`src/hw/rtl/bed_pkg.sv`:
```
// bed_pkg: shared types and constants of the button event detector
// holds the per-button state word, event and configuration types
// no dependencies
package bed_pkg;

  // field widths
  localparam int unsigned TickW     = 32;
  localparam int unsigned BtnW      = 3;
  localparam int unsigned CodeW     = 3;
  localparam int unsigned ActW      = 4;
  localparam int unsigned CfgIdxW   = 3;
  localparam int unsigned MaxEvents = 3;
  localparam int unsigned NumCand   = 5;
  localparam int unsigned InDataW   = 40;
  localparam int unsigned OutDataW  = 40;

  // event codes on the output stream
  typedef enum logic [CodeW-1:0] {
    EV_PRESS   = 3'd0,
    EV_RELEASE = 3'd1,
    EV_DOUBLE  = 3'd2,
    EV_TRIPLE  = 3'd3,
    EV_HOLD    = 3'd4,
    EV_REPEAT  = 3'd5
  } event_code_e;

  // configuration register indexes
  typedef enum logic [CfgIdxW-1:0] {
    CFG_HOLD_TICKS   = 3'd0,
    CFG_REPEAT_TICKS = 3'd1,
    CFG_CLICK_WINDOW = 3'd2,
    CFG_IDLE_LEVEL   = 3'd3,
    CFG_ACTIVE_BTNS  = 3'd4
  } cfg_reg_e;

  typedef struct packed {
    logic [TickW-1:0] hold_ticks;
    logic [TickW-1:0] repeat_ticks;
    logic [TickW-1:0] click_window;
    logic             idle_level;
    logic [ActW-1:0]  active_buttons;
  } cfg_t;

  // one state word per button
  typedef struct packed {
    logic             prev_level;
    logic [TickW-1:0] press_time;
    logic [TickW-1:0] repeat_time;
    logic [TickW-1:0] last_press;
    logic [1:0]       click_count;
    logic             hold_active;
    logic             pressed_before;
  } btn_state_t;

  localparam btn_state_t StateReset = '{prev_level: 1'b1, default: '0};

  typedef struct packed {
    logic [BtnW-1:0]  button;
    event_code_e      code;
    logic [TickW-1:0] held;
    logic             last;
  } event_t;

  // up to three events caused by one sample, in emission order
  typedef struct packed {
    logic [1:0]              num;
    event_t [MaxEvents-1:0]  ev;
  } event_bundle_t;

endpackage

```
`src/hw/rtl/bed_state_mem.sv`:
```
// bed_state_mem: per-button state memory with registered read
// valid bits give the reset state of unwritten entries; write-to-read bypass
// depends on bed_pkg
module bed_state_mem import bed_pkg::*; #(
  parameter int unsigned NUM_BUTTONS = 8,
  parameter int unsigned IdxW        = 3
) (
  input  logic            clk_i,
  input  logic            rst_ni,
  input  logic            rd_en_i,
  input  logic [IdxW-1:0] rd_addr_i,
  output btn_state_t      rd_data_o,
  input  logic            wr_en_i,
  input  logic [IdxW-1:0] wr_addr_i,
  input  btn_state_t      wr_data_i
);

  btn_state_t             mem [NUM_BUTTONS];
  logic [NUM_BUTTONS-1:0] valid_q;
  btn_state_t             rd_q;
  logic                   rd_valid_q;
  logic                   byp_q;
  btn_state_t             byp_data_q;

  // storage array and registered read port
  always_ff @(posedge clk_i) begin
    if (wr_en_i) begin
      mem[wr_addr_i] <= wr_data_i;
    end
    if (rd_en_i) begin
      rd_q       <= mem[rd_addr_i];
      byp_data_q <= wr_data_i;
    end
  end

  // entry valid bits and read-side control
  always_ff @(posedge clk_i or negedge rst_ni) begin
    if (!rst_ni) begin
      valid_q    <= '0;
      rd_valid_q <= 1'b0;
      byp_q      <= 1'b0;
    end else begin
      if (wr_en_i) begin
        valid_q[wr_addr_i] <= 1'b1;
      end
      if (rd_en_i) begin
        rd_valid_q <= valid_q[rd_addr_i];
        byp_q      <= wr_en_i && (wr_addr_i == rd_addr_i);
      end
    end
  end

  // a write in the read cycle wins over the stale array word
  always_comb begin
    if (byp_q) begin
      rd_data_o = byp_data_q;
    end else if (rd_valid_q) begin
      rd_data_o = rd_q;
    end else begin
      rd_data_o = StateReset;
    end
  end

endmodule

```
`src/hw/rtl/bed_update.sv`:
```
// bed_update: edge, click and hold decisions for one sample
// produces the next state word and the ordered events of the sample
// depends on bed_pkg
module bed_update import bed_pkg::*; (
  input  btn_state_t       state_i,
  input  cfg_t             cfg_i,
  input  logic [BtnW-1:0]  button_i,
  input  logic             level_i,
  input  logic [TickW-1:0] now_i,
  output btn_state_t       state_o,
  output event_bundle_t    bundle_o
);

  logic             changed, pressed_edge, released_edge, not_idle;
  logic [TickW-1:0] elapsed, repeat_base;
  logic             hold_due, repeat_due, fire_hold, fire_repeat;
  logic             multi_click, fire_double, fire_triple;
  logic [1:0]       click_inc;
  logic [NumCand-1:0] cand_v;
  event_code_e      cand_code [NumCand];
  logic [TickW-1:0] cand_held [NumCand];
  logic [1:0]       n;

  // edges against the stored level
  assign changed       = level_i != state_i.prev_level;
  assign not_idle      = level_i != cfg_i.idle_level;
  assign pressed_edge  = changed && not_idle;
  assign released_edge = changed && !not_idle;

  // ticks since the (possibly new) press time
  always_comb begin
    if (pressed_edge) begin
      elapsed = '0;
    end else if (released_edge) begin
      elapsed = now_i;
    end else begin
      elapsed = now_i - state_i.press_time;
    end
  end

  assign repeat_base = released_edge ? '0 : state_i.repeat_time;
  assign hold_due    = not_idle && (elapsed >= cfg_i.hold_ticks);
  assign repeat_due  = (now_i - repeat_base) >= cfg_i.repeat_ticks;
  assign fire_hold   = hold_due && !state_i.hold_active;
  assign fire_repeat = hold_due && state_i.hold_active && repeat_due;

  // multi-click counting
  assign multi_click = pressed_edge && state_i.pressed_before &&
                       ((now_i - state_i.last_press) < cfg_i.click_window);
  assign click_inc   = state_i.click_count + 2'd1;
  assign fire_double = multi_click && (click_inc == 2'd1);
  assign fire_triple = multi_click && (click_inc == 2'd2);

  // next state word
  always_comb begin
    state_o            = state_i;
    state_o.prev_level = level_i;
    if (pressed_edge) begin
      state_o.press_time     = now_i;
      state_o.last_press     = now_i;
      state_o.pressed_before = 1'b1;
      if (!multi_click || fire_triple) begin
        state_o.click_count = 2'd0;
      end else begin
        state_o.click_count = click_inc;
      end
    end
    if (released_edge) begin
      state_o.press_time  = '0;
      state_o.repeat_time = '0;
      state_o.hold_active = 1'b0;
    end
    if (fire_hold || fire_repeat) begin
      state_o.repeat_time = now_i;
    end
    if (fire_hold) begin
      state_o.hold_active = 1'b1;
    end
  end

  // candidate events in emission order
  always_comb begin
    cand_v       = {fire_repeat, fire_hold, released_edge, pressed_edge,
                    fire_double || fire_triple};
    cand_code[0] = fire_triple ? EV_TRIPLE : EV_DOUBLE;
    cand_code[1] = EV_PRESS;
    cand_code[2] = EV_RELEASE;
    cand_code[3] = EV_HOLD;
    cand_code[4] = EV_REPEAT;
    cand_held[0] = '0;
    cand_held[1] = '0;
    cand_held[2] = '0;
    cand_held[3] = elapsed;
    cand_held[4] = elapsed;
  end

  // pack the fired candidates into consecutive slots
  always_comb begin
    n        = '0;
    bundle_o = '0;
    for (int i = 0; i < NumCand; i++) begin
      if (cand_v[i] && (n != 2'(MaxEvents))) begin
        bundle_o.ev[n].button = button_i;
        bundle_o.ev[n].code   = cand_code[i];
        bundle_o.ev[n].held   = cand_held[i];
        n = n + 2'd1;
      end
    end
    for (int j = 0; j < MaxEvents; j++) begin
      bundle_o.ev[j].last = (2'(j) == (n - 2'd1));
    end
    bundle_o.num = n;
  end

endmodule

```
`src/hw/rtl/bed_event_fifo.sv`:
```
// bed_event_fifo: four-entry event queue feeding the output stream
// takes up to three events per cycle, hands out one per transaction
// depends on bed_pkg
module bed_event_fifo import bed_pkg::*; (
  input  logic                clk_i,
  input  logic                rst_ni,
  input  event_bundle_t       push_i,
  output logic                room_o,
  output logic                m_axis_tvalid,
  input  logic                m_axis_tready,
  output logic [OutDataW-1:0] m_axis_tdata,   // event_button, event_code, held_ticks
  output logic                m_axis_tlast    // last_event
);

  localparam int unsigned Depth = 4;
  localparam int unsigned PtrW  = $clog2(Depth);

  event_t          entry_q [Depth];
  logic [PtrW-1:0] wr_ptr_q, wr_ptr_d, rd_ptr_q, rd_ptr_d;
  logic [PtrW:0]   count_q, count_d;
  logic            pop;
  event_t          head;

  assign pop    = m_axis_tvalid && m_axis_tready;
  assign room_o = count_q <= (PtrW+1)'(Depth - MaxEvents);
  assign head   = entry_q[rd_ptr_q];

  // pointer and fill bookkeeping
  always_comb begin
    wr_ptr_d = wr_ptr_q + PtrW'(push_i.num);
    rd_ptr_d = rd_ptr_q + PtrW'(pop);
    count_d  = count_q + (PtrW+1)'(push_i.num) - (PtrW+1)'(pop);
  end

  always_ff @(posedge clk_i or negedge rst_ni) begin
    if (!rst_ni) begin
      wr_ptr_q <= '0;
      rd_ptr_q <= '0;
      count_q  <= '0;
    end else begin
      wr_ptr_q <= wr_ptr_d;
      rd_ptr_q <= rd_ptr_d;
      count_q  <= count_d;
    end
  end

  // entry writes, one slot per pushed event
  always_ff @(posedge clk_i) begin
    for (int k = 0; k < MaxEvents; k++) begin
      if (2'(k) < push_i.num) begin
        entry_q[wr_ptr_q + PtrW'(k)] <= push_i.ev[k];
      end
    end
  end

  // output side
  assign m_axis_tvalid = count_q != '0;
  assign m_axis_tdata  = {(OutDataW - BtnW - CodeW - TickW)'(0), head.held, head.code,
                          head.button};
  assign m_axis_tlast  = head.last;

endmodule

```
`src/hw/rtl/button_event_detector.sv`:
```
// button_event_detector: top level of the button click and hold event detector
// instantiates bed_state_mem, bed_update and bed_event_fifo; depends on bed_pkg
//
// Each sample (button index, pin level, tick count) reads the button's state
// word from a synchronous memory in the cycle it is accepted, is evaluated in
// the next cycle and written back as it leaves the update stage, and its up to
// three events go into a small queue for the output stream. A new sample can be
// accepted every cycle unless the update stage is stalled; the memory bypass covers
// samples of the same button in consecutive cycles. The sustained rate is set by
// the output stream, which moves one event per transaction, and the queue stalls
// the update stage only while it holds more than one event. Samples of buttons
// outside the active range cause no state change and no event. State comes out of
// reset cleared through per-entry valid bits, with no clearing pass.
module button_event_detector import bed_pkg::*; #(
  parameter int unsigned NUM_BUTTONS = 8
) (
  input  logic                clk_i,
  input  logic                rst_ni,
  // configuration writes
  input  logic                cfg_we_i,
  input  logic [CfgIdxW-1:0]  cfg_index_i,
  input  logic [TickW-1:0]    cfg_wdata_i,
  // sample stream
  input  logic                s_axis_tvalid,
  output logic                s_axis_tready,
  input  logic [InDataW-1:0]  s_axis_tdata,   // button_index, level, now
  // event stream
  output logic                m_axis_tvalid,
  input  logic                m_axis_tready,
  output logic [OutDataW-1:0] m_axis_tdata,   // event_button, event_code, held_ticks
  output logic                m_axis_tlast    // last_event
);

  localparam int unsigned IdxW = (NUM_BUTTONS > 1) ? $clog2(NUM_BUTTONS) : 1;
  localparam int unsigned LimW = $clog2(NUM_BUTTONS + 1) + ActW;

  cfg_t             cfg_q;
  logic             accept, in_active, s1_fire, fifo_room;
  logic [BtnW-1:0]  in_button;
  logic             in_level;
  logic [TickW-1:0] in_now;
  logic [LimW-1:0]  limit;
  logic             s1_valid_q, s1_active_q, s1_level_q;
  logic [BtnW-1:0]  s1_button_q;
  logic [TickW-1:0] s1_now_q;
  btn_state_t       rd_state, new_state;
  event_bundle_t    bundle, push;

  // configuration registers
  always_ff @(posedge clk_i or negedge rst_ni) begin
    if (!rst_ni) begin
      cfg_q.hold_ticks     <= TickW'(100);
      cfg_q.repeat_ticks   <= TickW'(50);
      cfg_q.click_window   <= TickW'(30);
      cfg_q.idle_level     <= 1'b1;
      cfg_q.active_buttons <= ActW'(8);
    end else if (cfg_we_i) begin
      case (cfg_reg_e'(cfg_index_i))
        CFG_HOLD_TICKS:   cfg_q.hold_ticks     <= cfg_wdata_i;
        CFG_REPEAT_TICKS: cfg_q.repeat_ticks   <= cfg_wdata_i;
        CFG_CLICK_WINDOW: cfg_q.click_window   <= cfg_wdata_i;
        CFG_IDLE_LEVEL:   cfg_q.idle_level     <= cfg_wdata_i[0];
        CFG_ACTIVE_BTNS:  cfg_q.active_buttons <= cfg_wdata_i[ActW-1:0];
        default: ;
      endcase
    end
  end

  // input unpacking and active range check
  assign in_button = s_axis_tdata[BtnW-1:0];
  assign in_level  = s_axis_tdata[BtnW];
  assign in_now    = s_axis_tdata[BtnW+TickW:BtnW+1];

  always_comb begin
    if (LimW'(cfg_q.active_buttons) > LimW'(NUM_BUTTONS)) begin
      limit = LimW'(NUM_BUTTONS);
    end else begin
      limit = LimW'(cfg_q.active_buttons);
    end
  end

  assign in_active     = LimW'(in_button) < limit;
  assign s1_fire       = s1_valid_q && fifo_room;
  assign s_axis_tready = !s1_valid_q || s1_fire;
  assign accept        = s_axis_tvalid && s_axis_tready;

  // update stage control
  always_ff @(posedge clk_i or negedge rst_ni) begin
    if (!rst_ni) begin
      s1_valid_q <= 1'b0;
    end else if (s_axis_tready) begin
      s1_valid_q <= s_axis_tvalid;
    end
  end

  // update stage payload
  always_ff @(posedge clk_i) begin
    if (accept) begin
      s1_active_q <= in_active;
      s1_button_q <= in_button;
      s1_level_q  <= in_level;
      s1_now_q    <= in_now;
    end
  end

  bed_state_mem #(
    .NUM_BUTTONS (NUM_BUTTONS),
    .IdxW        (IdxW)
  ) u_state_mem (
    .clk_i     (clk_i),
    .rst_ni    (rst_ni),
    .rd_en_i   (accept && in_active),
    .rd_addr_i (IdxW'(in_button)),
    .rd_data_o (rd_state),
    .wr_en_i   (s1_fire && s1_active_q),
    .wr_addr_i (IdxW'(s1_button_q)),
    .wr_data_i (new_state)
  );

  bed_update u_update (
    .state_i  (rd_state),
    .cfg_i    (cfg_q),
    .button_i (s1_button_q),
    .level_i  (s1_level_q),
    .now_i    (s1_now_q),
    .state_o  (new_state),
    .bundle_o (bundle)
  );

  // only active samples leaving the stage push events
  always_comb begin
    push = bundle;
    if (!(s1_fire && s1_active_q)) begin
      push.num = '0;
    end
  end

  bed_event_fifo u_event_fifo (
    .clk_i         (clk_i),
    .rst_ni        (rst_ni),
    .push_i        (push),
    .room_o        (fifo_room),
    .m_axis_tvalid (m_axis_tvalid),
    .m_axis_tready (m_axis_tready),
    .m_axis_tdata  (m_axis_tdata),
    .m_axis_tlast  (m_axis_tlast)
  );

`ifndef ASSERT_OFF
  // a stalled sample keeps its place and payload
  a_stall_holds: assert property (@(posedge clk_i) disable iff (!rst_ni)
    (s1_valid_q && !s1_fire) |=> (s1_valid_q && $stable(s1_now_q) &&
                                  $stable(s1_button_q)))
    else $error("update stage lost a stalled sample");

  // events of one sample are queued together, so a non-last event is followed
  a_burst_whole: assert property (@(posedge clk_i) disable iff (!rst_ni)
    (m_axis_tvalid && m_axis_tready && !m_axis_tlast) |=> m_axis_tvalid)
    else $error("event burst broken before its last event");

  // events appear only after an active sample left the update stage
  a_event_source: assert property (@(posedge clk_i) disable iff (!rst_ni)
    $rose(m_axis_tvalid) |-> $past(s1_fire && s1_active_q))
    else $error("event without an active sample");
`endif

endmodule
```
`config.mk`:
```
export PLATFORM = sky130hd
export DESIGN_NAME = button_event_detector
export DESIGN_NICKNAME = d
export VERILOG_FILES = /design/src/hw/rtl/bed_pkg.sv /design/src/hw/rtl/bed_state_mem.sv /design/src/hw/rtl/bed_update.sv /design/src/hw/rtl/bed_event_fifo.sv /design/src/hw/rtl/button_event_detector.sv
export SDC_FILE = /design/constraint.sdc
export NUM_CORES = 2
export LEC_CHECK = 0
export ABC_AREA = 1
export ABC_CLOCK_PERIOD_IN_PS = 9500
export BUFFER_PORTS_ARGS = -buffer_cell sky130_fd_sc_hd__buf_2
export CAP_MARGIN = 20
export CORE_MARGIN = 1
export CORE_UTILIZATION = 34
export DETAILED_ROUTE_END_ITERATION = 16
export PLACE_DENSITY_LB_ADDON = 0.2
export SLEW_MARGIN = 20
export SYNTH_ARGS = -nofsm -noshare
export SYNTH_HDL_FRONTEND = slang
export SYNTH_SLANG_ARGS = --single-unit
```
`constraint.sdc`:
```
create_clock -name clk_i -period 9.5 [get_ports clk_i]
set_input_delay 0.475 -clock clk_i [delete_from_list [all_inputs] [get_ports clk_i]]
set_output_delay 0.475 -clock clk_i [all_outputs]
set_load 0.005 [all_outputs]
```
# Yosys cells after proc, flatten, opt, wreduce, memory -nomap -nowiden
# Memories as Yosys holds them, arrays and structs flattened. A register that Yosys moved wholly into a read port is not among the register bits.
# Index checks and enable logic that the tools add are counted.
# totals
mem_count,2
ramBits,964
word_cells,191
output_inout_bits,43
regBits,257
# classes
bitwise_logic,1
order_cmp,20
n_reduce_logical,41
n_addsub,15
eq_ne,15
mux,74
# mem_list
name,depth,word_bits,rd,rd_ports_with_merged_regs,write_ports,line_no,rtl
u_state_mem.mem,8,101,1,1,1,bed_state_mem.sv:18,btn_state_t mem [NUM_BUTTONS];
u_event_fifo.entry_q,4,39,1,0,3,bed_event_fifo.sv:18,event_t entry_q [Depth];
# ops
cell,count
$bwmux 117,12
$demux 39 s2,12
$mux 117,4
$mux 101,2
$mux 32,5
$mux 39,4
$mux 36,4
$mux 33,4
$sub 32x32->32,3
$ge 32x32->1,2
$mux 64,1
$mux 38,1
$mux 34,1
$lt 32x32->1,1
$logic_and 1x1->1,25
$mux 1,15
$mux 2,6
$add 2x1->2 const B,5
$reduce_and 2->1,5
$lt 2x3->1 const B,3
$lt 3x4->1 const B,2
$lt 3x8->1,1
$or 8x8->8,1
$eq 3x2->1 const B,2
other kinds (33),45

# Depth between registers and ports, before layout
# depth
word_depth,29
mapped_depth,54
depth_no_buf,51

# By module
# Synthesis repeated with hierarchy kept, for this count alone.
# unflattened
hier_cells,6490
hier_area_um2,64494.4
# modules_own_cells
module,area_each_um2,n_inst,cells_each
bed_state_mem,38734.6,1,2778
bed_update,10349.9,1,1854
bed_event_fifo,10263.6,1,1429
button_event_detector,5146.2,1,429

# Worst setup path after synthesis
# No wires, ideal clock.
# synth_path
kind,reg-to-reg
start,reg u_state_mem.byp_q
end,"mem u_event_fifo.entry_q[2][0] (netlist name), enable pin"
t_arrival_ns,7.415
t_required_ns,8.875
path_stages_with_launch,40
setup_time_ns,0.625
n_path_buf,5
slack_ns,1.459
period_less_slack_ns,8.041
cell_sequence,dfrtp_1 > nor2_1 > buf_2 > clkbuf_1 > clkbuf_1 > buf_1 > a22oi_1 > ha_1 > nand2_1 > nor4_1 > nand3_1 > nand3_1 > nand2_1 > o211ai_1 > a21oi_1 > xor2_1 > ha_1 > nand2_1 > (+4 left out) > nand2_1 > nand3_1 > inv_1 > ha_1 > inv_1 > nand2_1 > nand2_2 > inv_1 > ha_1 > nor2_1 > a21oi_1 > inv_1 > ha_1 > nand3_2 > nand2_2 > nand3_2 > clkbuf_1 > nand3_1
# synth_lines
item,line_no,rtl
from (decl),bed_state_mem.sv:22,logic byp_q;
from (signal assigned),bed_state_mem.sv:48,byp_q <= wr_en_i && (wr_addr_i == rd_addr_i);
to (decl),bed_event_fifo.sv:18,

==> results.md <==
* P_sw at 9.18 mW
* Area of the mapped netlist at 65,700 um^2
* Routed wl met3 at 11.0 mm
* Slew Viols, Final at 0
* Die ar. at roughly 200,000 um^2
* Initial core utilization at 34.4%
* Seq pwr share at 36.1%
* Clk pwr share at 23.8%
* Vias in the first global route at around 47,000
* Clk sink count at 1,322
* Worst setup EP type: flip-flop
* Global-route wire length before repair at 313 mm
* Largest cells by area after synthesis: edfxtp_1 55%, nand2_1 9.0%, o21ai_0 5.9%, nor2_1 5.9%, dfrtp_1 4.1%
* Worst flop-to-flop path endpoint: u_event_fifo.entry_q[0][9]
* HPWL after DPL at roughly 140 mm
* Uppermost layer routed: met4
* Commonest non-fill, non-tap cell in the layout: nand2_1
* Setup tns final at 0 ns
* Worst slew pin tran at roughly 1.1 ns
* Largest stage delay, worst path at between 0.7 and 0.8 ns
* FMAX at 118 MHz
* GP Congestion at around 0.93
* Worst-Skew Late Latency at 0.82 ns
* Max-cap viol count at 0
* Async set or reset register ratio after synthesis at 9.00%
* CTS tree: yes
* Peak supply drop at 194 uV
* Setup Fix Bufs, Post-CTS at 0
* Static Leak at 28.9 nW
* Endpoints failing setup at 0
* Crit Path Max Fanout at 41
* Clock Tree Root: clkbuf_16
* Synth area leader: edfxtp_1
* Starting DRT DRC Count at approximately 4,200
* Worst slack at placement at approximately 1.0 ns
* Sw Ratio at 40.8%
* Prevailing post-synth register cell: edfxtp_1
* Final Hold Fails at 0
* Routed wl met2 at 102 mm
* Status: complete, no violations
* Num rows at 160
* RR Startpoint: u_state_mem.byp_q
* Skew final at 0.0920 ns
* Unrepaired setup endpoints after global routing: false
* Clock-pin slew on the worst setup and hold paths at 0.06 ns
* Number of buffers created by CTS at 144
* Core Box Area at roughly 190,000 um^2
* Slew HR at 28.1%
* Sequential element share of the synthesized area at 59.6%
* IO Pins at between 100 and 150
* Tot Pwr at 22.5 mW
* Initial antenna violation count at 6
* Most used cell, CP: nand2_1
* Setup ws final at 1.00 ns
* DRC violations left at 0
* Vias per std cell at approximately 5.2
* Share of cells above drive strength 1 at 7.62%
* Worst hold path type: input port to flip-flop
* Crit Path Category: flip-flop to flip-flop
* Grt ovf at 0
* R2R cell count at 37
* CP Data Required Time at 9.93 ns
* Yosys cell types at 52
* CTS H-tree depth at 4
* Critical path arrival at between 8 and 9 ns
* NumNets Final at 7,225
* Yosys warns at 0
* Final period util at 89.5%
* First-pass DRT Iterations at 6
* Post-layout min period at 8.50 ns
* R2R Setup Slk at about 1.0 ns
* Final ANT Viol Nets at 0
* CTS max path bufs at 3
* # port buffers at 116
* Final wirelength at 213 mm
* Comb pwr share at approximately 40%
* CP max-delay cell: a22oi_1
* Post-synth EDFFs at about 1,200
* Largest net degree at the start of global routing at 140
* Startpoint Class: flip-flop
* Met1 WL at 93.8 mm
* Pwr dens at 303 nW/um^2
* Hold path depth at 3
* Post-synthesis register bit count at ~1,300
* Die Height at 442 um
* Most frequent cells in the layout: 1,580 x nand2_1, 1,203 x edfxtp_1, 1,014 x nor2_1
* Hold Crit Endpoint: cfg_q[60]
* Internal power at between 10 and 15 mW
* Total Routing Usage GR at 21.6%
* Cell count after synthesis at 6,861
* Area Growth Syn to Fin at 13.0%
* DR WL/cell at 22.3 um
* Die Wd at 442 um
* Via count at 49,800
* Syn_area_per_cell at 9.57 um^2
* Synth top area share at 55.0%
* Min-delay src: cfg_wdata_i[23]
-- critical path: cells and delay by family, from the launching register on --
family | cells | cell delay [ns]
AOI/OAI and AO/OA | 7 | 1.89
xor gates and xnor gates | 1 | 0.17
adders and majority gates | 5 | 1.69
buffers and inverters | 9 | 1.43
DFF | 1 | 0.53
and+or+nand+nor | 15 | 2.31
-- cells in the mapped netlist (2+ instances only) --
library cell	number
a211oi_1	4
a21boi_0	6
a21o_1	11
a21oi_1	190
a22o_1	34
a22oi_1	68
a31o_2	4
a31oi_1	109
and2_1	2
buf_1	25
buf_2	27
buf_4	15
buf_6	26
clkbuf_1	282
clkinv_1	3
dfrtp_1	107
dfstp_2	12
edfxtp_1	1203
fa_1	3
ha_1	202
inv_1	412
inv_2	6
nand2_1	1582
nand2_2	5
nand3_1	345
nand3_2	8
nand3b_1	4
nand4_1	27
nor2_1	1031
nor2_2	2
nor3_1	26
nor4_1	8
o211ai_1	4
o21a_1	11
o21ai_0	774
o21ai_1	2
o21bai_1	12
o221ai_1	2
o22ai_1	144
o31ai_1	29
or2_2	12
xnor2_1	26
xor2_1	47
-- through the flow --
stage                     util (%)  std cells  hold slack [ns]  area (um^2)
after global placement        36.3       9262            0.386        69300
after floorplan                  -       6862            0.179        65700
after CTS                     38.8       9555          0.00949        74200
final                         38.9       9561           0.0419        74200
after global routing          38.9       9559           0.0296        74200
after detailed placement      36.3       9262            0.390        69300
-- routing by layer --
metal / vias up / GRT usage [%]
li1: 23900 / -
met1: 24200 / 28.8
met2: 1441 / 36.0
met3: 319 / 2.86
met4: 0 / 7.09
met5: - / 0
-- logic make-up after synthesis --
family,Yosys count,synth area share (%)
and+or+nand+nor,3056,18.5
AOI/OAI and AO/OA,1406,12.0
DFF,1322,59.6
buffers and inverters,797,4.99
adders and majority gates,205,3.94
xor gates and xnor gates,74,0.998
other,1,0.00571
-- how the worst max path moves through the flow --
stage | start | end | cells after the start
2_1_floorplan | u_state_mem.byp_q | u_event_fifo.entry_q[2][0] | 39
3_3_place_gp | u_state_mem.byp_q | u_event_fifo.entry_q[0][28] | 44
3_5_place_dp | u_state_mem.byp_q | u_event_fifo.entry_q[0][28] | 43
4_1_cts | u_state_mem.byp_q | u_event_fifo.entry_q[0][10] | 43
5_1_grt | u_state_mem.byp_q | u_event_fifo.entry_q[2][9] | 38
6_report | u_state_mem.byp_q | u_event_fifo.entry_q[0][9] | 37
-- sequential cells by signal, indices dropped and copies added, names as in the netlist --
name / cells
u_state_mem.rd_q: 101
u_event_fifo.rd_ptr_q: 2
u_event_fifo.count_q: 3
u_event_fifo.entry_q: 156
u_state_mem.byp_data_q: 101
s1_button_q: 3
u_state_mem.rd_valid_q: 1
s1_active_q: 1
s1_now_q: 32
u_state_mem.mem: 808
s1_level_q: 1
u_state_mem.valid_q: 8
s1_valid_q: 1
cfg_q: 101
u_event_fifo.wr_ptr_q: 2
u_state_mem.byp_q: 1
-- power groups by stage --
stage	combinational [mW]	sequential [mW]	clock [mW]
after floorplan	5.59	8.20	0
after global placement	8.77	8.21	0
after detailed placement	8.92	8.22	0
after CTS	8.95	8.10	5.45
after global routing	9.99	8.15	5.67
final	9.01	8.10	5.35
-- repair_timing --
| action | CTS | global route |
|---|---|---|
| endpoints found under the hold margin | 58 | 0 |
| resized for setup | 0 | 0 |
| hold buffers | 39 | 0 |
| endpoints found under the setup margin | 0 | 0 |
-- layout make-up --
class                      instances  area [um^2]
antenna                            2         5.00
clock buffer                     191         3820
clock inverter                    63          682
fill                           18900       117000
inverter                         422         1610
multi-input combinational       4743        23400
sequential                      1322        39100
tap                             2511         3140
timing repair buffer             307         2410
Note: power is estimated with default switching activity, not from simulation.
